### src/sv/websocket_frame_deframer_macros.svh
// ------------------------------------------------------------------------
// websocket_frame_deframer assertion macros
// Shared concurrent assertion forms for the frame deframer modules.
// ------------------------------------------------------------------------
`ifndef WEBSOCKET_FRAME_DEFRAMER_MACROS_SVH
`define WEBSOCKET_FRAME_DEFRAMER_MACROS_SVH

// Same-cycle implication, disabled while in reset
`define WSD_ASSERT_NOW(label, clk, rst_n, ante, cons) \
    label: assert property (@(posedge clk) disable iff (!(rst_n)) (ante) |-> (cons)) \
        else $error("deframer check failed");

// Next-cycle implication, disabled while in reset
`define WSD_ASSERT_NEXT(label, clk, rst_n, ante, cons) \
    label: assert property (@(posedge clk) disable iff (!(rst_n)) (ante) |=> (cons)) \
        else $error("deframer check failed");

`endif

### src/sv/wsd_pkg.sv
// ------------------------------------------------------------------------
// wsd_pkg
// Types and constants shared by the WebSocket frame deframer.
// ------------------------------------------------------------------------
`timescale 1ns / 1ps
`default_nettype none

package wsd_pkg;

    // Width of the payload length that the frame can carry
    localparam int LEN_BITS = 64;
    // Width of the length accumulator (64-bit extended length field)
    localparam int EXT_BITS = 64;
    localparam logic [EXT_BITS-1:0] LEN_MAX = EXT_BITS'({EXT_BITS{1'b1}} >> (EXT_BITS - LEN_BITS));

    // 7-bit length escape codes
    localparam logic [6:0] LEN7_EXT16 = 7'd126;
    localparam logic [6:0] LEN7_EXT64 = 7'd127;

    // Index of the last header byte of each multi-byte field
    localparam logic [2:0] EXT16_LAST = 3'd1;
    localparam logic [2:0] EXT64_LAST = 3'd7;
    localparam logic [2:0] KEY_LAST   = 3'd3;

    // Input word actions
    localparam logic ACT_BYTE   = 1'b0;
    localparam logic ACT_RESYNC = 1'b1;

    typedef enum logic [5:0] {
        PH_HDR0  = 6'b000001,
        PH_HDR1  = 6'b000010,
        PH_EXT16 = 6'b000100,
        PH_EXT64 = 6'b001000,
        PH_KEY   = 6'b010000,
        PH_DATA  = 6'b100000
    } t_phase;

    typedef struct packed {
        logic       action;
        logic [7:0] rx_byte;
    } t_in_word;

    typedef struct packed {
        logic [7:0] payload_byte;
        logic       has_data;
        logic [3:0] frame_opcode;
        logic       final_fragment;
        logic       was_masked;
        logic       last_of_frame;
    } t_out_word;

    // Parser result toward the output register
    typedef struct packed {
        logic      vld;
        t_out_word word;
    } t_parse_res;

endpackage

`default_nettype wire

### src/sv/wsd_parser.sv
// ------------------------------------------------------------------------
// wsd_parser
// Header parser and payload unmasker: one stream byte per accepted word.
// ------------------------------------------------------------------------
`timescale 1ns / 1ps
`default_nettype none
`include "websocket_frame_deframer_macros.svh"

module wsd_parser
    import wsd_pkg::*;
(
    input  wire logic       i_clk,
    input  wire logic       i_rst_n,
    input  wire logic       i_fire,
    input  wire t_in_word   i_word,
    output t_parse_res      o_res
);

    t_phase                r_phase,  n_phase;
    logic [3:0]            r_opcode, n_opcode;
    logic                  r_fin,    n_fin;
    logic                  r_masked, n_masked;
    logic [EXT_BITS-1:0]   r_len,    n_len;
    logic [2:0]            r_cnt,    n_cnt;
    logic [31:0]           r_key,    n_key;
    logic [1:0]            r_idx,    n_idx;

    logic [7:0]            w_byte;
    logic [7:0]            w_key_byte;
    logic [EXT_BITS-1:0]   w_dec;
    logic                  len_done;
    logic                  hdr_done;

    assign w_byte = i_word.rx_byte;

    // Key byte for this payload position; first key byte received is index 0
    always_comb begin
        case (r_idx)
            2'd0:    w_key_byte = r_key[31:24];
            2'd1:    w_key_byte = r_key[23:16];
            2'd2:    w_key_byte = r_key[15:8];
            default: w_key_byte = r_key[7:0];
        endcase
    end

    assign w_dec = (r_len != '0) ? (r_len - EXT_BITS'(1)) : r_len;

    // Next state and result
    always_comb begin
        n_phase  = r_phase;
        n_opcode = r_opcode;
        n_fin    = r_fin;
        n_masked = r_masked;
        n_len    = r_len;
        n_cnt    = r_cnt;
        n_key    = r_key;
        n_idx    = r_idx;
        len_done = 1'b0;
        hdr_done = 1'b0;
        o_res    = '0;

        if (i_word.action == ACT_RESYNC) begin
            n_phase = PH_HDR0;
            n_cnt   = '0;
            n_idx   = '0;
        end else begin
            case (r_phase)
                PH_HDR1: begin
                    n_masked = w_byte[7];
                    n_cnt    = '0;
                    n_len    = '0;
                    if (w_byte[6:0] == LEN7_EXT64) begin
                        n_phase = PH_EXT64;
                    end else if (w_byte[6:0] == LEN7_EXT16) begin
                        n_phase = PH_EXT16;
                    end else begin
                        n_len    = EXT_BITS'(w_byte[6:0]);
                        len_done = 1'b1;
                    end
                end
                PH_EXT16: begin
                    n_len = EXT_BITS'({r_len[7:0], w_byte});
                    if (r_cnt >= EXT16_LAST) begin
                        len_done = 1'b1;
                    end else begin
                        n_cnt = r_cnt + 3'd1;
                    end
                end
                PH_EXT64: begin
                    n_len = {r_len[EXT_BITS-9:0], w_byte};
                    if (r_cnt >= EXT64_LAST) begin
                        if (n_len > LEN_MAX) begin
                            n_len = LEN_MAX;
                        end
                        len_done = 1'b1;
                    end else begin
                        n_cnt = r_cnt + 3'd1;
                    end
                end
                PH_KEY: begin
                    n_key = {r_key[23:0], w_byte};
                    if (r_cnt >= KEY_LAST) begin
                        hdr_done = 1'b1;
                    end else begin
                        n_cnt = r_cnt + 3'd1;
                    end
                end
                PH_DATA: begin
                    n_idx = r_idx + 2'd1;
                    n_len = w_dec;
                    o_res.vld               = 1'b1;
                    o_res.word.has_data     = 1'b1;
                    o_res.word.payload_byte = r_masked ? (w_byte ^ w_key_byte) : w_byte;
                    if (w_dec == '0) begin
                        n_phase = PH_HDR0;
                        o_res.word.last_of_frame = 1'b1;
                    end
                end
                default: begin
                    // header byte zero, also any phase code of no meaning
                    n_fin    = w_byte[7];
                    n_opcode = w_byte[3:0];
                    n_cnt    = '0;
                    n_phase  = PH_HDR1;
                end
            endcase

            // Length known: read the key or finish the header
            if (len_done) begin
                n_cnt = '0;
                if (n_masked) begin
                    n_phase = PH_KEY;
                end else begin
                    hdr_done = 1'b1;
                end
            end

            // Header complete: empty frame gives its event now
            if (hdr_done) begin
                n_cnt = '0;
                n_idx = '0;
                if (n_len == '0) begin
                    n_phase = PH_HDR0;
                    o_res.vld                = 1'b1;
                    o_res.word.last_of_frame = 1'b1;
                end else begin
                    n_phase = PH_DATA;
                end
            end
        end

        o_res.word.frame_opcode   = n_opcode;
        o_res.word.final_fragment = n_fin;
        o_res.word.was_masked     = n_masked;
    end

    // State registers
    always_ff @(posedge i_clk) begin
        if (!i_rst_n) begin
            r_phase  <= PH_HDR0;
            r_opcode <= '0;
            r_fin    <= 1'b0;
            r_masked <= 1'b0;
            r_len    <= '0;
            r_cnt    <= '0;
            r_key    <= '0;
            r_idx    <= '0;
        end else if (i_fire) begin
            r_phase  <= n_phase;
            r_opcode <= n_opcode;
            r_fin    <= n_fin;
            r_masked <= n_masked;
            r_len    <= n_len;
            r_cnt    <= n_cnt;
            r_key    <= n_key;
            r_idx    <= n_idx;
        end
    end

    // Resync always lands on header byte zero
    `WSD_ASSERT_NEXT(a_resync_hdr0, i_clk, i_rst_n,
        i_fire && (i_word.action == ACT_RESYNC), r_phase == PH_HDR0)
    // Final payload byte or empty-frame event ends the frame
    `WSD_ASSERT_NEXT(a_last_ends_frame, i_clk, i_rst_n,
        i_fire && o_res.vld && o_res.word.last_of_frame, r_phase == PH_HDR0)

endmodule

`default_nettype wire

### src/sv/websocket_frame_deframer.sv
// ------------------------------------------------------------------------
// websocket_frame_deframer
// RFC 6455 receive frame parser: header decode and payload unmasking.
// ------------------------------------------------------------------------
//  Channel  Direction  Handshake                  Word
//  in       input      i_in_valid / o_in_stall    t_in_word  (action, rx_byte)
//  out      output     o_out_valid / i_out_stall  t_out_word (payload byte + tags)
//
//  One stream byte accepted per clock while input is not stalled; its result, if any, is shown the next cycle.
//  The parser state update and the 64-bit length decrement sit between the input
//  handshake and the output register.
//  Synchronous active-low reset returns the parser to header byte zero.
//  Input stalls only while a result is held in the output register and out stalls.
// ------------------------------------------------------------------------
`timescale 1ns / 1ps
`default_nettype none
`include "websocket_frame_deframer_macros.svh"

module websocket_frame_deframer
    import wsd_pkg::*;
(
    input  wire logic      i_clk,
    input  wire logic      i_rst_n,
    input  wire logic      i_in_valid,
    output logic           o_in_stall,
    input  wire t_in_word  i_in_word,
    output logic           o_out_valid,
    input  wire logic      i_out_stall,
    output t_out_word      o_out_word
);

    logic       r_out_valid;
    t_out_word  r_out_word;
    logic       in_fire;
    t_parse_res parse_res;

    assign o_in_stall = r_out_valid && i_out_stall;
    assign in_fire    = i_in_valid && !o_in_stall;

    wsd_parser u_parser (
        .i_clk   (i_clk),
        .i_rst_n (i_rst_n),
        .i_fire  (in_fire),
        .i_word  (i_in_word),
        .o_res   (parse_res)
    );

    // Output register
    always_ff @(posedge i_clk) begin
        if (!i_rst_n) begin
            r_out_valid <= 1'b0;
        end else if (in_fire) begin
            r_out_valid <= parse_res.vld;
        end else if (!i_out_stall) begin
            r_out_valid <= 1'b0;
        end
    end

    always_ff @(posedge i_clk) begin
        if (in_fire) begin
            r_out_word <= parse_res.word;
        end
    end

    assign o_out_valid = r_out_valid;
    assign o_out_word  = r_out_word;

    // Empty-frame events close their frame
    `WSD_ASSERT_NOW(a_empty_is_last, i_clk, i_rst_n,
        o_out_valid && !o_out_word.has_data, o_out_word.last_of_frame)
    // No payload byte on an empty-frame event
    `WSD_ASSERT_NOW(a_empty_zero_byte, i_clk, i_rst_n,
        o_out_valid && !o_out_word.has_data, o_out_word.payload_byte == 8'd0)

endmodule

`default_nettype wire

### config.mk
export PLATFORM = sky130hd
export DESIGN_NAME = websocket_frame_deframer
export DESIGN_NICKNAME = d
export VERILOG_FILES = /design/src/sv/wsd_pkg.sv /design/src/sv/wsd_parser.sv /design/src/sv/websocket_frame_deframer.sv
export VERILOG_INCLUDE_DIRS = /design/src /design/src/sv
export SDC_FILE = /design/constraint.sdc
export NUM_CORES = 1
export LEC_CHECK = 0
export BUFFER_PORTS_ARGS = -buffer_cell sky130_fd_sc_hd__buf_2
export CAP_MARGIN = 20
export CORE_ASPECT_RATIO = 0.75
export CORE_UTILIZATION = 44
export DETAILED_ROUTE_END_ITERATION = 8
export HOLD_SLACK_MARGIN = 0.12
export MAX_ROUTING_LAYER = met4
export SYNTH_ARGS = -nofsm -noshare
export SYNTH_HDL_FRONTEND = slang
export SYNTH_SLANG_ARGS = --single-unit
### constraint.sdc
create_clock -name i_clk -period 4 [get_ports i_clk]
set_clock_uncertainty 0.2 [all_clocks]
set_input_delay 0.8 -clock i_clk [delete_from_list [all_inputs] [get_ports i_clk]]
set_output_delay 0.8 -clock i_clk [all_outputs]
set_load 0.005 [all_outputs]
Yosys cells after proc, flatten, opt, wreduce, memory -nomap -nowiden. Index checks and enable logic that the tools add are counted.

RAM bits: 0. Bits in latches: 0. Register bits after elaboration: 130. Memories kept: 0. Input bits: 13. Bits in read-only memories: 0. Output and inout bits: 18.

Divide/modulo/power cells: 0. Reductions and logical operators: 15. Bitwise gates (word level): 3. Shift operators: 0. $add $sub $neg: 3. Multipliers: 0. Magnitude comparators: 4. Equality and inequality tests: 14. Mux-type cells: 56.

Operators with widths (number): $mux 64 (5); $pmux 64 s4 (1); $logic_not 64->1 (2); $gt 64x64->1 const B (1); $reduce_bool 64->1 (1); $sub 64x1->64 const B (1); $mux 6 (8); $pmux 8 s3 (1); $mux 1 (23); $mux 10 (2); $mux 3 (6); $pmux 6 s3 (1); $ne 5x5->1 const B (3); $eq 7x7->1 const B (2); $pmux 3 s4 (1); $mux 4 (2); $mux 8 (1); $xor 8x8->8 (1); $mux 7 (1); $eq 6x2->1 const B (1); $eq 6x3->1 const B (1); $eq 6x4->1 const B (1); $eq 6x5->1 const B (1); $eq 6x6->1 const B (1); other kinds (22) (27).

Logic depth before layout (Yosys ltp). Gate-level depths: netlist (run 1).

Word-level depth: 10. Depth in mapped cells: 15. Mapped depth without buffers: 12.

Hierarchy. Synthesis (run 1) repeated with hierarchy kept, for this count alone.

Cells, all modules: 1343. Area total of the unflattened synthesis: 10047.1 um^2.

Modules (own cells, without submodules): wsd_parser (cells an instance 1322, times used 1, area each 9515.4 um^2); websocket_frame_deframer (cells an instance 21, times used 1, area each 531.8 um^2).

Worst setup path before layout (run 1). Ideal clock, no wire load.

Path type: input port to flip-flop. Start: input port i_in_word[6] (netlist name). End: register u_parser.r_phase[5]. Setup slack: 0.537 ns. Path buffers: 0. Setup time: 0.115 ns. Stages on the path: 9. Data required time: 3.685 ns. Data arrival time: 3.147 ns. Cell sequence: and4_1 -> nand3_1 -> a21o_1 -> a221oi_1 -> or4b_1 -> or4_1 -> nor4_1 -> nand4_1 -> a31o_1.

Longest elaborated chain between the ends: 9. Elaborated cells between the ends (all ways): 24. Those cells by class: order compare (1); eq/ne (2); mux (20); reduce/logical (1).

Ends and longest elaborated chain: start, declared (line websocket_frame_deframer.sv:26) `input wire t_in_word i_in_word,`; $gt 64x64->1 or $eq 7x7->1 (tied branches) (line wsd_parser.sv:92, wsd_parser.sv:74); $mux 64, or another cell as far along (line wsd_parser.sv:92) `if (n_len > LEN_MAX) begin`; $mux 64, or another cell as far along (line wsd_parser.sv:91) `if (r_cnt >= EXT64_LAST) begin`; $pmux 64 s4 or $pmux 1 s3 (tied branches) (line wsd_parser.sv:67) `case (r_phase)`; $mux 64 or $mux 1 (tied branches) (line wsd_parser.sv:62) `if (i_word.action == ACT_RESYNC) begin`; $logic_not 64->1 or $mux 1 (tied branches) (line wsd_parser.sv:142, wsd_parser.sv:129); $mux 6 or $mux 1 (tied branches) (line wsd_parser.sv:142, wsd_parser.sv:62); $mux 6 * (line wsd_parser.sv:139) `if (hdr_done) begin`; $mux 6 * (line wsd_parser.sv:62); end signal, assigned (line wsd_parser.sv:169) `r_phase <= n_phase;`; end, declared (line wsd_parser.sv:19) `t_phase r_phase, n_phase;`.

Every way passes the cells marked *; elsewhere a longest branch is shown, timed or not. The select of a mux whose other input is x is not followed. A chain may end at the register's enable or synchronous reset.

Final worst setup path (run 1).
Start: register u_parser.r_len[32]. End: register u_parser.r_phase[5].

Longest elaborated chain between the ends: 9. Elaborated cells between the ends (all ways): 17. Those cells by class: add/sub (1); order compare (1); mux (12); reduce/logical (3).

Ends and longest elaborated chain: start, declared (line wsd_parser.sv:23) `logic [EXT_BITS-1:0] r_len, n_len;`; start signal, assigned (line wsd_parser.sv:173) `r_len <= n_len;`; $sub 64x1->64, or another cell as far along (line wsd_parser.sv:46) `assign w_dec = (r_len != '0) ? (r_len - EXT_BITS'(1)) : r_len;`; $mux 64, on equally long branches (line wsd_parser.sv:46, wsd_parser.sv:92); $logic_not 64->1 or $mux 64 (tied branches) (line wsd_parser.sv:114, wsd_parser.sv:91); $mux 6 or $pmux 64 s4 (tied branches) (line wsd_parser.sv:114, wsd_parser.sv:67); $pmux 6 s3 or $mux 64 (tied branches) (line wsd_parser.sv:67, wsd_parser.sv:62); $mux 6 or $logic_not 64->1 (tied branches) (line wsd_parser.sv:131, wsd_parser.sv:142); $mux 6, on equally long branches (line wsd_parser.sv:129, wsd_parser.sv:142); $mux 6 * (line wsd_parser.sv:139); $mux 6 * (line wsd_parser.sv:62).

Marks and branches as above.

==> flow_summary.json, run 1 <==
{
  "status": "completed",
  "final_max_slew_viol_count": 0,
  "synth_top_cell_area_share": 0.2405,
  "wl_per_cell_um": 27.23,
  "syn-num-nets": 1344,
  "antenna_found_initial": 2,
  "required_ps": 4140,
  "crit_type": "flop to flop",
  "setup_viol": 0,
  "slowest_delay_ps": 450,
  "final_area_sq_um": 12310,
  "max-cap-violations": 0,
  "cts_max_path_buffers": 2,
  "syn_to_final_growth_pct": 29.66,
  "hold_buffers": 0,
  "drc": 0,
  "synthFlopType": "dfxtp_1",
  "firstDrtPassIters": 9,
  "hold_path_class": "flop to flop",
  "rows": 46,
  "ios": 31,
  "die_h_um": 129.2,
  "slew_headroom": 0.3145,
  "fillers": 1976,
  "seq_area_sq_um": 2763,
  "placed_area_sq_um": 11510,
  "max_freq_mhz": 253.4,
  "drt-total-wl_mm": 49.31,
  "dpl.hpwl_mm": 38.01,
  "holdWs_ps": 257.6,
  "numCtsBuffers": 17,
  "cts_tree": "done",
  "core_region_area_sq_um": 21120,
  "grt_max_degree": 54,
  "yosysMostFrequentCell": "nor2_1",
  "final_layout_size_suffix_gt1_frac": 0.2590,
  "final.period_utilization": 0.9866,
  "routed_via_density": 6.688,
  "period_minus_slack_ps": 3946,
  "crit_chain": "buf_4, nor4_1, nand3_1, or3_1, o41ai_2, a21oi_1, a221oi_1, buf_4, nand3_1, nor4_2, buf_4, nand4_1, a31o_1",
  "design_power_total_uw": 4266,
  "clock_sinks": 130,
  "end_kind": "flop",
  "dieArea_sq_um": 22170,
  "finalNetCount": 1530,
  "grt_pass1_wl_mm": 70.28,
  "gr-total-overflow": 0,
  "cp_slowest_cell": "nor4_1",
  "drtIter0Drc": 2157,
  "worst_pin_slew_ps": 1018,
  "start_kind": "flop",
  "htree_levels": 4,
  "ant_nets": 0,
  "synth_cells": 1322,
  "vdd_drop_max_v": 0.0003023,
  "syn-cell-area_sq_um": 9490,
  "synth_top_cell_by_area": "dfxtp_1",
  "synth-edff-count": 16,
  "final_util": 0.5826,
  "clkLatencyLatePin_ps": 450,
  "initial_core_util": 0.4493,
  "yosysUniqueCellTypes": 89,
  "die_x_um": 171.6,
  "multi_input_area_sq_um": 6335,
  "yosysWarnings": 0,
  "grt_pass1_vias": 10410,
  "p_leak_uw": 0.004850,
  "root_buffer": "clkbuf_16",
  "worstPathMaxFanout": 7,
  "ys_seq_area_frac": 0.2911,
  "fin_ws_ps": 53.53,
  "power_density_nw_per_um2": 346.7,
  "clk_pin_slew_ps": 70,
  "worst_path_most_repeated_cell": "buf_4",
  "vias": 12110,
  "place_congestion": 1.103,
  "finalHoldViolCount": 0,
  "synth_area_leaders": "dfxtp_1 24%, nor2_1 6.9%, nand2_1 6.4%",
  "pre_cts_ws_ps": -30.38,
  "grt_use_total": 0.4564,
  "synth-async-reset-ratio": 0,
  "port_buffers": 30,
  "postSynthAreaPerCell_sq_um": 7.179,
  "crit_arrival_ps": 4090,
  "synth_common_cells": "174 x nor2_1, 162 x nand2_1, 114 x dfxtp_1, 106 x clkbuf_1, 86 x a21oi_1",
  "ys_seq_elements": 130
}
[state kept, by name, indices dropped and copies added (netlist names), 2 cells and up]
name,count
u_parser.r_len,64
u_parser.r_key,32
o_out_word,16
u_parser.r_phase,6
u_parser.r_opcode,4
u_parser.r_cnt,3
u_parser.r_idx,2
[stage by stage]
stage	std cells	setup TNS [ps]
2_1_floorplan	1322	0
3_3_place_gp	1773	0
3_5_place_dp	1773	-30.38
4_1_cts	1805	0
5_1_grt	1811	-55.05
6_report	1811	0
[final cells by class]
class | count | share of cell area
flip-flops and latches | 130 | 0.2245
multi-input cells | 1044 | 0.5148
well taps | 288 | 0.02928
inverters | 19 | 0.005897
diodes | 2 | 0.0004067
clock buffers | 18 | 0.03488
clock inverters | 14 | 0.01373
repair buffers | 296 | 0.1765
[kinds of logic (layout without fill, tap and decap cells)]
kind of cell | count (synthesis) | in the layout | synth area share
DFF | 130 | 130 | 0.2911
AOI/OAI and AO/OA | 354 | 354 | 0.2485
xor gates and xnor gates | 38 | 38 | 0.03507
buffers and inverters | 148 | 347 | 0.06170
adders and majority gates | 9 | 9 | 0.01187
muxes | 10 | 10 | 0.01147
and+or+nand+nor | 633 | 633 | 0.3403
other | 0 | 2 | 0
[metal layers]
| layer | wire [um] | GRT usage | share of wire | vias to the layer above |
|---|---|---|---|---|
| met5 | 0 | - | 0 | - |
| met4 | 1141 | 0.1003 | 0.023 | 0 |
| met3 | 8947 | 0.1912 | 0.18 | 123 |
| met2 | 17780 | 0.5466 | 0.36 | 1023 |
| met1 | 21450 | 0.6756 | 0.43 | 5671 |
| li1 | - | - | - | 5295 |
[layout by cell type (no fill, tap or decap), types with 15 or more instances in the layout]
master and n:
clkbuf_16 17, o21ai_0 80, a22oi_1 34, buf_4 264, nor4_1 43, nor2_1 171
buf_2 30, a211oi_1 24, nand2_1 162, inv_1 18, edfxtp_1 16, a21oi_1 85
dfxtp_1 114, or4_1 16, xor2_1 19, nor3_1 57, nand4_1 35, xnor2_1 19
or3_1 18, nand3_1 34, o31ai_1 15
[report_power, final]
part | switching (uW) | total [uW] | internal [uW] | leakage [uW]
registers | 46.6 | 1400 | 1360 | 0.00109
clock network | 726 | 1670 | 940 | 0.000284
logic | 742 | 1200 | 456 | 0.00348
total | 1510 | 4270 | 2750 | 0.00485
[final timing paths]
kind | start | endpoint | slack, ps | cells past startpoint
max reg2reg | u_parser.r_len[32] | u_parser.r_phase[5] | 50 | 13
max | u_parser.r_len[32] | u_parser.r_phase[5] | 50 | 13
min | u_parser.r_key[24] | u_parser.r_key[24] | 260 | 2
min reg2reg | u_parser.r_key[24] | u_parser.r_key[24] | 260 | 2
[worst max-delay path, delay by kind of cell (launching register included)]
| kind | cells | cell delay [ps] |
|---|---|---|
| AND/OR/NAND/NOR | 6 | 1530 |
| AO/OA/AOI/OAI | 4 | 1160 |
| flip-flops | 1 | 410 |
| buffers and inverters | 3 | 540 |
[timing repair]
item | CTS | global route
buffers inserted | 0 | 4
pin swaps | 0 | 3
setup endpoints to repair | 1 | 4
gates resized for setup | 1 | 28
Power figures use the tool's default switching activity.
==> inputs of run 2 (changes only) <==
Settings changed: ABC_AREA set to 1, CORE_MARGIN set to 4, CORE_UTILIZATION 44 to 45.
==> flow_summary.json, run 2 <==
{
  "end_kind": "flop",
  "syn-cell-area_sq_um": 9349,
  "synth_top_cell_area_share": 0.2441,
  "finalHoldViolCount": 0,
  "worst_pin_slew_ps": 942.2,
  "hold_buffers": 0,
  "fin_ws_ps": 290.0,
  "yosysMostFrequentCell": "nand2_1",
  "die_x_um": 174.4,
  "clk_pin_slew_ps": 70,
  "port_buffers": 30,
  "p_leak_uw": 0.005276,
  "place_inst": 1835,
  "worst_path_most_repeated_cell": "nand2_1",
  "vdd_drop_max_v": 0.0002796,
  "layout_common_cells": "376 x nand2_1, 271 x nor2_1, 167 x inv_1, 162 x o21ai_0, 114 x dfxtp_1",
  "place_congestion": 1.083,
  "synth_common_cells": "376 x nand2_1, 272 x nor2_1, 167 x inv_1, 162 x o21ai_0, 114 x dfxtp_1",
  "synth-edff-count": 16,
  "power_density_nw_per_um2": 378.6,
  "grt_pass1_wl_mm": 54.86,
  "cts_tree": "done",
  "worstPathMaxFanout": 49,
  "crit_type": "flop to flop",
  "setup_viol": 0,
  "start_kind": "flop",
  "htree_levels": 4,
  "drt-total-wl_mm": 35.93,
  "grt_max_degree": 116,
  "dieArea_sq_um": 23170,
  "status": "completed",
  "vias": 10530,
  "crit_arrival_ps": 3800,
  "final_max_slew_viol_count": 0,
  "ys_seq_elements": 130,
  "final_area_sq_um": 10490,
  "clkLatencyLatePin_ps": 440,
  "drc": 0,
  "wl_per_cell_um": 19.23,
  "dpl.hpwl_mm": 26.56,
  "finalNetCount": 1594,
  "max_freq_mhz": 269.5,
  "synth_area_leaders": "dfxtp_1 24%, nand2_1 15%, nor2_1 11%",
  "grt_pass1_vias": 8956,
  "grt_use_total": 0.3147,
  "hold_path_class": "flop to flop",
  "ant_nets": 0,
  "initial_core_util": 0.4600,
  "slowest_delay_ps": 370,
  "postSynthAreaPerCell_sq_um": 6.047,
  "fin_cells": 1868,
  "required_ps": 4090,
  "period_minus_slack_ps": 3710,
  "core_region_area_sq_um": 20330,
  "pre_cts_ws_ps": 393.0,
  "slew_headroom": 0.3652,
  "syn_to_final_growth_pct": 12.18,
  "synthFlopType": "dfxtp_1",
  "power_frac_comb": 0.224,
  "synth-async-reset-ratio": 0,
  "placed_area_sq_um": 9897,
  "path_buf_inv": 2,
  "yosysWarnings": 0,
  "numCtsBuffers": 17,
  "firstDrtPassIters": 7,
  "gr-total-overflow": 0,
  "p_int_uw": 2528,
  "grt_setup_unrepaired": "false",
  "cp_top_family": "simple AND/OR/NAND/NOR gates",
  "swShare": 0.3634,
  "max-cap-violations": 0,
  "antenna_found_initial": 0,
  "syn-num-nets": 1568,
  "cts_resized": 0,
  "rows": 45,
  "clock_sinks": 130,
  "largest_reg_flops": 64,
  "ys_seq_area_frac": 0.2955,
  "synth_top_cell_by_area": "dfxtp_1",
  "cts_max_path_buffers": 2,
  "root_buffer": "clkbuf_16",
  "holdWs_ps": 294.5,
  "cp_slowest_cell": "buf_4",
  "seq_power_share": 0.368,
  "routed_via_density": 5.639,
  "die_h_um": 132.8,
  "fillers": 2110,
  "final_common_cell": "nand2_1",
  "drtIter0Drc": 1590,
  "ios": 31,
  "synth_cells": 1546,
  "regMostFlops": "u_parser.r_len",
  "clockPowerShare": 0.409,
  "final_layout_size_suffix_gt1_frac": 0.09401,
  "finalSetupTns_ps": 0,
  "yosysUniqueCellTypes": 43,
  "crit_chain": "inv_2, ha_1, nand2_4, nor2_8, nand2_4, nor2_4, nand2_4, buf_4, nand3_1, nand2_1, nor2_1, nand2_1, nor2_1, nand2_1, nor2_1, nand2_1, nand3_1, a21oi_1",
  "final.period_utilization": 0.9275,
  "post_cts_buffers": 0,
  "switchingPower_uw": 1443
}
[run 2: cell count changes after synthesis, sizes merged, moves of 18 or more]
| cell | change |
|---|---|
| nand4 | -30 |
| a22oi | +18 |
| or3 | -18 |
| inv | +154 |
| clkbuf | -70 |
| a211oi | -21 |
| nand2 | +221 |
| nor3 | -55 |
| nor2 | +115 |
| nor4 | -57 |
| nand3 | +69 |
| xnor2 | -19 |
| o21ai | +81 |
| or4 | -19 |
[run 2: per-stage QoR]
step / total power [uW] / utilization
4_1_cts: 3945 / 0.5159
3_5_place_dp: 2330 / 0.4869
2_1_floorplan: 2023 / -
3_3_place_gp: 2340 / 0.4869
5_1_grt: 4125 / 0.5159
6_report: 3971 / 0.5160
[run 2: cells by family after synthesis]
kind of cell    share of synthesized area
buf+inv                            0.1014
flops                              0.2955
fa+ha+maj                         0.01205
simple gates                       0.3545
compound gates                     0.2112
xor+xnor                          0.02529
[run 2: final timing paths]
| check | cells after the start | end | slack [ps] | start |
|---|---|---|---|---|
| min reg2reg | 2 | u_parser.r_phase[3] | 290 | u_parser.r_phase[3] |
| min | 2 | u_parser.r_phase[3] | 290 | u_parser.r_phase[3] |
| max reg2reg | 18 | u_parser.r_phase[5] | 290 | u_parser.r_len[0] |
| max | 18 | u_parser.r_phase[5] | 290 | u_parser.r_len[0] |
[run 2: area by class of cell]
cell class | instances | area (sq um) | share of cell area
Antenna cell | 1 | 2.502 | 0.0002386
Clock buffer | 17 | 425.4 | 0.04056
Clock inverter | 15 | 162.7 | 0.01551
Inverter | 174 | 654.4 | 0.06240
Multi-Input combinational cell | 1177 | 5649 | 0.5387
Sequential cell | 130 | 2763 | 0.2634
Tap cell | 282 | 352.8 | 0.03364
Timing Repair Buffer | 72 | 478.0 | 0.04557
[run 2: routing by layer]
metal	up-vias	track usage	part of all wire
met4	0	0.06242	0.015
met3	50	0.1168	0.14
li1	5096	-	-
met2	578	0.3623	0.35
met5	-	-	0
met1	4810	0.4989	0.49
[run 2: worst reg2reg max path: stages, from the launching register on]
cell	delay, ps
dfxtp_1	330
inv_2	110
ha_1	340
nand2_4	140
nor2_8	190
nand2_4	90
nor2_4	130
nand2_4	330
buf_4	380
nand3_1	120
nand2_1	80
nor2_1	150
nand2_1	140
nor2_1	250
nand2_1	80
nor2_1	110
nand2_1	180
nand3_1	150
a21oi_1	70
[run 2: power groups by stage]
stage                     registers [uW]  clock network [uW]  logic (uW)
after floorplan                     1460                   0         563
after global placement              1480                   0         855
after detailed placement            1480                   0         847
after CTS                           1450                1640         852
after global routing                1460                1690         970
final                               1460                1620         888
